--- src/sv/cgbd_pkg.sv ---
// Shared types, codes and decode tables for the bitplane decompressor.
package cgbd_pkg;

    localparam logic [1:0] MODE_LOAD  = 2'd0;
    localparam logic [1:0] MODE_START = 2'd1;
    localparam logic [1:0] MODE_FETCH = 2'd2;
    localparam logic [1:0] PLANE_FIXED = 2'd0;
    localparam logic [1:0] PLANE_STEP  = 2'd1;
    localparam logic [1:0] PLANE_SWAP  = 2'd2;
    localparam logic [1:0] PLANE_ALL  = 2'd3;

    typedef enum logic [3:0] {
        ST_IDLE, ST_LOAD0, ST_LOAD1, ST_START0, ST_START1, ST_START2,
        ST_FETCH, ST_BIT_CTX, ST_BIT_CHK, ST_CW_A, ST_CW_M1, ST_CW_B,
        ST_CW_M2, ST_APPLY, ST_DONE
    } ctrl_state_t;

    typedef enum logic [3:0] {
        CMD_NONE, CMD_IDLE, CMD_LOAD0, CMD_LOAD1, CMD_START0, CMD_START1,
        CMD_START2, CMD_FETCH, CMD_BIT_CTX, CMD_BIT_CHK, CMD_CW_A, CMD_CW_M1,
        CMD_CW_B, CMD_CW_M2, CMD_APPLY, CMD_EMIT
    } dp_cmd_t;

    typedef struct packed {
        logic need_decode;
        logic cw_needed;
        logic win_empty;
        logic short_cw;
        logic refill;
        logic last_bit;
    } dp_status_t;

    localparam logic [2:0] EVO_SIZE [33] = '{
        3'd0,3'd0,3'd0,3'd0,3'd0,3'd1,3'd1,3'd1,3'd1,3'd2,3'd2,3'd2,3'd2,
        3'd3,3'd3,3'd3,3'd3,3'd4,3'd4,3'd5,3'd5,3'd6,3'd6,3'd7,3'd7,
        3'd0,3'd1,3'd2,3'd3,3'd4,3'd5,3'd6,3'd7};
    localparam logic [5:0] EVO_MPS [33] = '{
        6'd25,6'd2,6'd3,6'd4,6'd5,6'd6,6'd7,6'd8,6'd9,6'd10,6'd11,6'd12,6'd13,
        6'd14,6'd15,6'd16,6'd17,6'd18,6'd19,6'd20,6'd21,6'd22,6'd23,6'd24,6'd24,
        6'd26,6'd27,6'd28,6'd29,6'd30,6'd31,6'd32,6'd24};
    localparam logic [5:0] EVO_LPS [33] = '{
        6'd25,6'd1,6'd1,6'd2,6'd3,6'd4,6'd5,6'd6,6'd7,6'd8,6'd9,6'd10,6'd11,
        6'd12,6'd13,6'd14,6'd15,6'd16,6'd17,6'd18,6'd19,6'd20,6'd21,6'd22,6'd23,
        6'd1,6'd2,6'd4,6'd8,6'd12,6'd16,6'd18,6'd22};

    localparam logic [7:0] RUN_LEN [128] = '{
        8'd128,8'd64,8'd96,8'd32,8'd112,8'd48,8'd80,8'd16,
        8'd120,8'd56,8'd88,8'd24,8'd104,8'd40,8'd72,8'd8,
        8'd124,8'd60,8'd92,8'd28,8'd108,8'd44,8'd76,8'd12,
        8'd116,8'd52,8'd84,8'd20,8'd100,8'd36,8'd68,8'd4,
        8'd126,8'd62,8'd94,8'd30,8'd110,8'd46,8'd78,8'd14,
        8'd118,8'd54,8'd86,8'd22,8'd102,8'd38,8'd70,8'd6,
        8'd122,8'd58,8'd90,8'd26,8'd106,8'd42,8'd74,8'd10,
        8'd114,8'd50,8'd82,8'd18,8'd98,8'd34,8'd66,8'd2,
        8'd127,8'd63,8'd95,8'd31,8'd111,8'd47,8'd79,8'd15,
        8'd119,8'd55,8'd87,8'd23,8'd103,8'd39,8'd71,8'd7,
        8'd123,8'd59,8'd91,8'd27,8'd107,8'd43,8'd75,8'd11,
        8'd115,8'd51,8'd83,8'd19,8'd99,8'd35,8'd67,8'd3,
        8'd125,8'd61,8'd93,8'd29,8'd109,8'd45,8'd77,8'd13,
        8'd117,8'd53,8'd85,8'd21,8'd101,8'd37,8'd69,8'd5,
        8'd121,8'd57,8'd89,8'd25,8'd105,8'd41,8'd73,8'd9,
        8'd113,8'd49,8'd81,8'd17,8'd97,8'd33,8'd65,8'd1};

endpackage

--- src/sv/cgbd_ctrl.sv ---
// Controller state machine that sequences load, start and fetch items.
module cgbd_ctrl
    import cgbd_pkg::*;
(
    input  logic       aclk,
    input  logic       aresetn,
    input  logic       s_valid,
    output logic       s_ready,
    input  logic [1:0] s_mode,
    output logic       m_valid,
    input  logic       m_ready,
    input  dp_status_t status,
    output dp_cmd_t    cmd
);

    ctrl_state_t state_reg, state_next;
    logic        m_valid_reg, m_valid_next;
    logic        can_emit;

    assign s_ready  = (state_reg == ST_IDLE);
    assign m_valid  = m_valid_reg;
    assign can_emit = !m_valid_reg || m_ready;

    always_comb begin
        state_next = state_reg;
        case (state_reg)
            ST_IDLE: begin
                if (s_valid) begin
                    case (s_mode)
                        MODE_LOAD:  state_next = ST_LOAD0;
                        MODE_START: state_next = ST_START0;
                        MODE_FETCH: state_next = ST_FETCH;
                        default:    state_next = ST_IDLE;
                    endcase
                end
            end
            ST_LOAD0:   state_next = ST_LOAD1;
            ST_LOAD1:   state_next = ST_IDLE;
            ST_START0:  state_next = ST_START1;
            ST_START1:  state_next = ST_START2;
            ST_START2:  state_next = ST_IDLE;
            ST_FETCH:   state_next = status.need_decode ? ST_BIT_CTX : ST_DONE;
            ST_BIT_CTX: state_next = ST_BIT_CHK;
            ST_BIT_CHK: state_next = status.cw_needed ? ST_CW_A : ST_APPLY;
            ST_CW_A:    state_next = status.win_empty ? ST_CW_M1 : ST_CW_B;
            ST_CW_M1:   state_next = ST_CW_B;
            ST_CW_B: begin
                if (!status.short_cw && status.refill) begin
                    state_next = ST_CW_M2;
                end else begin
                    state_next = ST_APPLY;
                end
            end
            ST_CW_M2:   state_next = ST_APPLY;
            ST_APPLY:   state_next = status.last_bit ? ST_DONE : ST_BIT_CTX;
            ST_DONE:    state_next = can_emit ? ST_IDLE : ST_DONE;
            default:    state_next = ST_IDLE;
        endcase
    end

    always_comb begin
        cmd = CMD_NONE;
        case (state_reg)
            ST_IDLE:    cmd = CMD_IDLE;
            ST_LOAD0:   cmd = CMD_LOAD0;
            ST_LOAD1:   cmd = CMD_LOAD1;
            ST_START0:  cmd = CMD_START0;
            ST_START1:  cmd = CMD_START1;
            ST_START2:  cmd = CMD_START2;
            ST_FETCH:   cmd = CMD_FETCH;
            ST_BIT_CTX: cmd = CMD_BIT_CTX;
            ST_BIT_CHK: cmd = CMD_BIT_CHK;
            ST_CW_A:    cmd = CMD_CW_A;
            ST_CW_M1:   cmd = CMD_CW_M1;
            ST_CW_B:    cmd = CMD_CW_B;
            ST_CW_M2:   cmd = CMD_CW_M2;
            ST_APPLY:   cmd = CMD_APPLY;
            ST_DONE:    cmd = can_emit ? CMD_EMIT : CMD_NONE;
            default:    cmd = CMD_NONE;
        endcase
    end

    always_comb begin
        m_valid_next = m_valid_reg;
        if (m_valid_reg && m_ready) begin
            m_valid_next = 1'b0;
        end
        if (state_reg == ST_DONE && can_emit) begin
            m_valid_next = 1'b1;
        end
    end

    always_ff @(posedge aclk) begin
        if (!aresetn) begin
            state_reg   <= ST_IDLE;
            m_valid_reg <= 1'b0;
        end else begin
            state_reg   <= state_next;
            m_valid_reg <= m_valid_next;
        end
    end

endmodule

--- config.mk ---
export PLATFORM = sky130hd
export DESIGN_NAME = cgbd_ctrl
export DESIGN_NICKNAME = d
export VERILOG_FILES = /design/src/sv/cgbd_pkg.sv /design/src/sv/cgbd_ctrl.sv
export SDC_FILE = /design/constraint.sdc
export NUM_CORES = 1
export LEC_CHECK = 0
export BUFFER_PORTS_ARGS = -buffer_cell sky130_fd_sc_hd__buf_2
export CAP_MARGIN = 20
export CORE_AREA = 2 2 39 41
export DETAILED_ROUTE_END_ITERATION = 7
export DIE_AREA = 0 0 41 43
export PLACE_DENSITY = 0.68
export SETUP_SLACK_MARGIN = 0.05
export SKIP_LAST_GASP = 1
export SLEW_MARGIN = 15
export SYNTH_ARGS = -nofsm -noshare
export SYNTH_HDL_FRONTEND = slang
export SYNTH_SLANG_ARGS = --single-unit
--- constraint.sdc ---
create_clock -name aclk -period 1.6 [get_ports aclk]
set_input_delay 0.08 -clock aclk [delete_from_list [all_inputs] [get_ports aclk]]
set_output_delay 0.08 -clock aclk [all_outputs]
set_load 0.05 [all_outputs]
# Word-level counts from Yosys, hierarchy flattened
# Cells that the tools add are included.
dict set report classes {
  eq_ne 17
  mux 13
  reduce_logical 9
}
# op n
set ops {}
lappend ops {{one-hot mux 4 bit (15 select lines)} 1}
lappend ops {{one-hot mux 4 bit (13 select lines)} 1}
lappend ops {{== test 4 bit (second input constant)} 7}
lappend ops {{2-to-1 mux 4 bit} 5}
lappend ops {{== test 4 x 3 -> 1 bit (second input constant)} 4}
lappend ops {{one-hot mux 3 bit (3 select lines)} 1}
lappend ops {{== test 4 x 2 -> 1 bit (second input constant)} 2}
lappend ops {{== test 4 x 1 -> 1 bit (second input constant)} 1}
lappend ops {{logical NOT 4 bit} 1}
lappend ops {{2-to-1 mux 1 bit} 4}
lappend ops {{logical AND 1 bit} 3}
lappend ops {{2-to-1 mux 3 bit} 1}
lappend ops {{== test 2 x 1 -> 1 bit (second input constant)} 1}
lappend ops {{== test 2 bit (second input constant)} 1}
lappend ops {{logical NOT 1 bit} 2}
lappend ops {{logical NOT 2 bit} 1}
lappend ops {{!= test 2 bit (second input constant)} 1}
lappend ops {{nonzero test 2 bit} 1}
lappend ops {{logical OR 1 bit} 1}
dict set report word_totals {
  regBits 5
  in_bits 12
  wordCells 41
}

# Longest topological paths before layout
# Gate-level depths: netlist of the first run.
dict set report depth {
  depth_word 4
  mapped_depth 6
  ltp_nobuf 6
}

# Worst setup path before layout of the first run
# Ideal clock, no wire load.
dict set report synth_timing {
  path_kind {flip-flop to output port}
  start {register state_reg[1]}
  end {output s_ready}
  t_arrival_ps 2108
  path_slack_ps -588
  stages_incl_launch_ff 4
  n_path_buf 2
  path_cell_list {dfxtp_1 > buf_6 > buf_2 > nor4_1}
}
dict set report synth_via {
  elab_chain_len 1
}
# element line_no
set synth_lines {}
lappend synth_lines {{start, declared} cgbd_ctrl.sv:16} ;# ctrl_state_t state_reg, state_next;
lappend synth_lines {{start signal, assigned} cgbd_ctrl.sv:98} ;# state_reg <= state_next;
lappend synth_lines {{logical NOT 4 bit} cgbd_ctrl.sv:20} ;# assign s_ready = (state_reg == ST_IDLE);
lappend synth_lines {{end, declared} cgbd_ctrl.sv:8} ;# output logic s_ready,
# No other way between the ends.

# Final worst setup path of the first run
dict set report layout_timing {
  start {register state_reg[3]}
  end {output cmd[2]}
}
dict set report layout_via {
  elab_chain_len 2
  elab_cells_between_ends 16
  classes_between {eq/ne (14); mux (1); reduce/logical (1)}
}
# element line_no
set layout_lines {}
lappend layout_lines {{== test 4 bit (tied with other cells)} cgbd_ctrl.sv:63} ;# case (state_reg)
lappend layout_lines {{one-hot mux 4 bit (15 select lines) *} cgbd_ctrl.sv:63}
lappend layout_lines {{end, declared} cgbd_ctrl.sv:13} ;# output dp_cmd_t cmd
# Mark *: on every way between the ends. The rest lies on a longest branch, timed or not.

==> results of run 1 <==
routing by layer:
metal | up-vias | share of wire | global-route usage
li1 | 309 | - | -
met1 | 269 | 0.48 | 0.170
met2 | 13 | 0.45 | 0.231
met3 | 5 | 0.048 | 0.0628
met4 | 0 | 0.021 | 0.0800
met5 | - | 0 | 0
layout make-up:
cell class                 count  area [um^2]
tap                           16         20.0
inverter                       6         25.0
timing repair buffer          21          115
clock buffer                   4         26.3
multi-input combinational     58          375
fill                         153          717
sequential                     5          105
worst max-delay path, stage by stage (launching register included):
cell	delay [ps]
dfxtp_2	460
buf_4	180
a21oi_1	50
o21ai_0	150
o21ai_1	70
buf_2	210
what timing repair did:
action / 4_1_cts / 5_1_grt
hold buffers: 0 / 0
resized for setup: 2 / 3
endpoints found under the setup margin: 3 / 3
cloned: 0 / 0
kinds of logic (layout without fill, tap and decap cells):
logic type / Yosys count / in the layout
compound gates: 29 / 29
xor+xnor: 1 / 1
fa+ha+maj: 4 / 4
simple gates: 24 / 24
buf+inv: 12 / 31
flops: 5 / 5
placed cells by master (no fill, tap or decap), drive strengths merged:
cell type	Yosys	final
a211oi	1	1
nor2	6	6
buf	4	21
inv	6	6
a21oi	5	5
a2bb2oi	2	2
o21ai	13	13
xnor2	1	1
a31oi	3	3
o22ai	1	1
nor4	1	1
o211ai	2	2
nand3b	2	2
nand2	3	3
nand3	3	3
or4	1	1
nand2b	3	3
clkbuf	2	4
nor3	1	1
dfxtp	5	5
a211o	1	1
o31ai	1	1
and2	1	1
nor3b	1	1
nor2b	2	2
ha	4	4
through the flow:
step / hold slack (ps) / instance area [um^2] / power (W) / setup WS [ps] / TNS [ps]
finish: 55.0 / 667 / 0.000583 / 145 / 0
detailed placement: 309 / 633 / 0.000435 / 210 / 0
global route: 61.2 / 667 / 0.000623 / 44.7 / 0
floorplan: 202 / 532 / 0.000369 / -20.6 / -20.6
global placement: 302 / 633 / 0.000433 / 203 / 0
CTS: 54.6 / 662 / 0.000586 / 30.4 / 0
power by group through the flow:
stage / Combinational [W] / Sequential (W) / Clock [W]
CTS: 0.000262 / 0.000171 / 0.000153
global route: 0.000286 / 0.000177 / 0.000160
detailed placement: 0.000262 / 0.000173 / 0
global placement: 0.000260 / 0.000172 / 0
floorplan: 0.000221 / 0.000148 / 0
finish: 0.000262 / 0.000174 / 0.000147
worst min path at each step:
stage	endpoint	slack, ps
2_1_floorplan	m_valid	200
3_3_place_gp	m_valid	300
3_5_place_dp	m_valid	310
4_1_cts	m_valid	50
5_1_grt	m_valid	60
6_report	m_valid	50
==> results.md, run 1 <==
* Num CTS Buffers at 3
* Die Ht at 43 um
* Synthesized Nets at 91
* Startpoint types: flop
* PortBufs at 17
* Clock network power share at 0.252
* Sequential share of power at 0.299
* First-pass GRT wire length at 1.77 mm
* Peak supply drop at 373 uV
* Endpoint type of the worst setup path: output port
* R2r startpoint: state_reg[1]
* ANT nets after route at 0
* Final Util at 0.482
* Min Tclk post-route at 1450 ps
* Pleak at 0.275 nW
* Placed Cells at 106
* Post-synthesis sequential area ratio at 0.194
* Yosys top cell by area: dfxtp_1
* CP max FO at 13
* Most frequent cell after synthesis: o21ai_0
* Worst-path clk slew at 40 ps
* Post-DP HPWL at 943 um
* Die area at 0.00176 mm^2
* Crit path launch: state_reg[3]
* R2R depth at 3
* Gr ovfl total at 0
* Initial Util at 0.373
* RSZ-0062 raised after global routing: yes
* Total inserted antenna cells at 0
* Min-delay src: aresetn
* Setup repair bufs after CTS at 0
* Clock Sinks at 5
* Post-Synth Adder-Cell Area at 0.0969
* Worst setup path end: cmd[2]
* R2r endpoint: state_reg[3]
* GRT Total Usage at 0.151
* Rows at 14
* Synth Area in Simple Gates at 0.247
* Mapped cell area at 517 um^2
* WP data required at 1520 ps
* Top cell type's share of synthesized area at 0.194
* Net Sw Frac at 0.434
* Slew @ Worst Pin at 375 ps
* DRC Markers at 0
* Layout area overhead at 29.1%
* Synth unique cells at 29
* Hold Path Cell Cnt at 2
* Post-synthesis mux area share at 0
* # H-tree levels at 1
* Fin nets at 111
* Final Hold Viols at 0
* Max Slew Vio Count at 0
* Syn. warnings at 0
* RD Place Congestion at 0.743
* Worst-skew pair later-pin latency at 240 ps
* Post-synth EDFFs at 0
* Share of cells above drive strength 1 at 0.362
* Pwr Density at 874 mW/mm^2
* Die width at 41 um
* Outcome: finished, final reports clean
* CTS tree: done
* Sw Pwr at 0.000253 W
* Maximum clock rate at 0.687 GHz
* Ys async rst share at 0
* Largest family of logic cells by synthesized area: compound AO/OA/AOI/OAI gates
* Critical path class: flop to output port
* First-pass iteration count of the detailed router at 3
* CTS root buf: clkbuf_4
* Vias in the first global route at 448
* Non-filler cells in the finished layout at 110
* IO Count at 18
* Placeable Area at 0.00138 mm^2
* Comb pwr share at 0.449
* Synth top area cells: dfxtp_1 (19%), o21ai_0 (13%), ha_1 (9.7%)
* Wire per inst at 11.4 um
* Internal at 0.000330 W
* Seq cells post-synth at 5
* Relative slew slack at 0.749
* Period Utilization, post-route at 0.909
* Synth Area in Compound Gates at 0.332
* Synth Flop Type: dfxtp_1
* DRT iter0 DRCs at 4
* Max Cap Violations at 0
* Fin Clk Skew at 0.569 ps
* Vias per cell at 5.42
* Largest net degree at the start of global routing at 17
* Max FFs per register at 4
* Post-synthesis cell count at 75
* Setup Viol. Count Final at 0
* Vias at 596
* Worst EP arrival at 1370 ps
* Initial antenna violation count at 0
* R2R Setup Slk at 320 ps
* Commonest cells in the netlist: o21ai_0 (13), nor2_1 (6), a21oi_1 (5), dfxtp_1 (5)
* Syn Area/Cell at 6.89 um^2
* Deepest clock path buffer count at 2
* Path type of the worst min-delay path: primary input to flop
* WL final at 1.26 mm
* Xor-xnor portion of the synthesized cell area at 0.0169
Power figures use the tool's default switching activity.
==> inputs of run 2 (changes only) <==
Clock period 1.6 ns to 1.7 ns, I/O delays scaled along.
==> results.md, run 2 (synthesis gave the netlist of run 1 again) <==
* Outcome: finished, final reports clean (unchanged)
* Max Slew Vio Count at 0 (unchanged)
* Setup repair bufs after CTS at 0 (unchanged)
* Final Hold Viols at 0 (unchanged)
* Endpoint type of the worst setup path: output port (unchanged)
* Relative slew slack at 0.753 (was 0.749)
* Fill cells at 146 (was 153)
* Period Utilization, post-route at 0.886
* R2R depth at 3 (unchanged)
* Post-DP HPWL at 935 um (was 943 um)
* Dpl ws at 237 ps (was 210 ps)
* Hold slack at 54.4 ps (was 55.0 ps)
* Maximum clock rate at 0.664 GHz
* Die width at 41 um (unchanged)
* Worst EP arrival at 1420 ps (was 1370 ps)
* Fin nets at 108 (was 111)
* WP data required at 1620 ps (was 1520 ps)
* Vias per cell at 5.50 (was 5.42)
* Layout area overhead at 24.2% (was 29.1%)
* Vias in the first global route at 491 (was 448)
* Overall power at 0.000541 W (was 0.000583 W)
* Initial antenna violation count at 0 (unchanged)
* Hold Path Cell Cnt at 2 (unchanged)
* Share of cells above drive strength 1 at 0.330 (was 0.362)
* CP max FO at 16 (was 13)
* PortBufs at 17 (unchanged)
* IO Count at 18 (unchanged)
* Wire per inst at 11.8 um (was 11.4 um)
* Critical path class: flop to output port (unchanged)
* RSZ-0062 raised after global routing: no (was yes)
* RD Place Congestion at 0.749 (was 0.743)
* DRC Markers at 0 (unchanged)
* CTS root buf: clkbuf_4 (unchanged)
* Peak supply drop at 222 uV (was 373 uV)
* GRT Total Usage at 0.163 (was 0.151)
* # H-tree levels at 1 (unchanged)
* Deepest clock path buffer count at 2 (unchanged)
* Gr ovfl total at 0 (unchanged)
* Pleak at 0.259 nW (was 0.275 nW)
* DRT iter0 DRCs at 21 (was 4)
* Final worst slack at 194 ps (was 145 ps)
* First-pass iteration count of the detailed router at 4 (was 3)
* Path type of the worst min-delay path: primary input to flop (unchanged)
* Min Tclk post-route at 1510 ps
* Clock Sinks at 5 (unchanged)
* Placeable Area at 0.00138 mm^2 (unchanged)
* Setup TNS at 0 ps (unchanged)
* CTS Hold Buffers Added at 0 (unchanged)
* Max Cap Violations at 0 (unchanged)
* Initial Util at 0.373 (unchanged)
* Die Ht at 43 um (unchanged)
* Pwr Density at 843 mW/mm^2 (was 874 mW/mm^2)
* Commonest non-fill, non-tap cell in the layout: buf_2 (unchanged)
* Num CTS Buffers at 3 (unchanged)
* Worst-skew pair later-pin latency at 250 ps (was 240 ps)
* Vias at 588 (was 596)
* Rows at 14 (unchanged)
* CTS tree: done (unchanged)
* Largest net degree at the start of global routing at 17 (unchanged)
* WL final at 1.27 mm (was 1.26 mm)
* First-pass GRT wire length at 1.99 mm (was 1.77 mm)
* Total inserted antenna cells at 0 (unchanged)
* Max FFs per register at 4 (unchanged)
* Worst-path clk slew at 50 ps (was 40 ps)
* ANT nets after route at 0 (unchanged)
* Slew @ Worst Pin at 368 ps (was 375 ps)
* Fin Clk Skew at 3.03 ps (was 0.569 ps)
* Final Util at 0.464 (was 0.482)
* Setup Viol. Count Final at 0 (unchanged)
* Die area at 0.00176 mm^2 (unchanged)
* Startpoint types: flop (unchanged)
* Commonest cells after routing, fill and taps aside: buf_2 (17), o21ai_0 (11), nor2_1 (6) (unchanged)
[run 2: cell count changes in the layout (fill, tap and decap cells not counted)]
cell,previous run,this run
nor2b_1,1,2
nor2b_2,1,0
buf_4,4,1
[run 2: final timing paths]
kind / from / end / slack (ps)
setup / recovery: state_reg[3] / cmd[0] / 190
hold / removal: aresetn / m_valid / 50
setup reg to reg: state_reg[1] / state_reg[3] / 360
hold reg to reg: state_reg[2] / state_reg[0] / 640
[run 2: power breakdown]
part	internal, W	switching, W	total [W]
combinational	0.0000828	0.000144	0.000226
clock	0.0000891	0.0000544	0.000143
sequential	0.000130	0.0000412	0.000171
[run 2: per-layer routing]
layer,up-vias,share of wire,GRT usage
li1,297,-,-
met1,268,0.48,0.224
met2,21,0.47,0.234
met3,2,0.043,0.0157
met4,0,0.011,0.100
met5,-,0,0
[run 2: through the flow]
step / instances / area [um^2]
2_1_floorplan: 75 / 532
3_5_place_dp: 103 / 611
3_3_place_gp: 103 / 611
6_report: 107 / 642
5_1_grt: 107 / 642
4_1_cts: 107 / 639
[run 2: final cells by class]
cell class / count / area [um^2] / area share
Clock buffer: 4 / 26.3 / 0.0409
Inverter: 6 / 25.0 / 0.0390
Multi-Input combinational cell: 58 / 373 / 0.581
Sequential cell: 5 / 105 / 0.164
Tap cell: 16 / 20.0 / 0.0312
Timing Repair Buffer: 18 / 92.6 / 0.144
[run 2: critical path: stages, from the launching register on]
cell and delay, ps:
dfxtp_2 500, nand2_1 150, nor2_1 210, a21oi_2 100
buf_2 220
[run 2: timing repair]
| item | in CTS | in global routing |
|---|---|---|
| hold endpoints to repair | 0 | 0 |
| setup endpoints to repair | 2 | 4 |
| gates resized for setup | 2 | 2 |
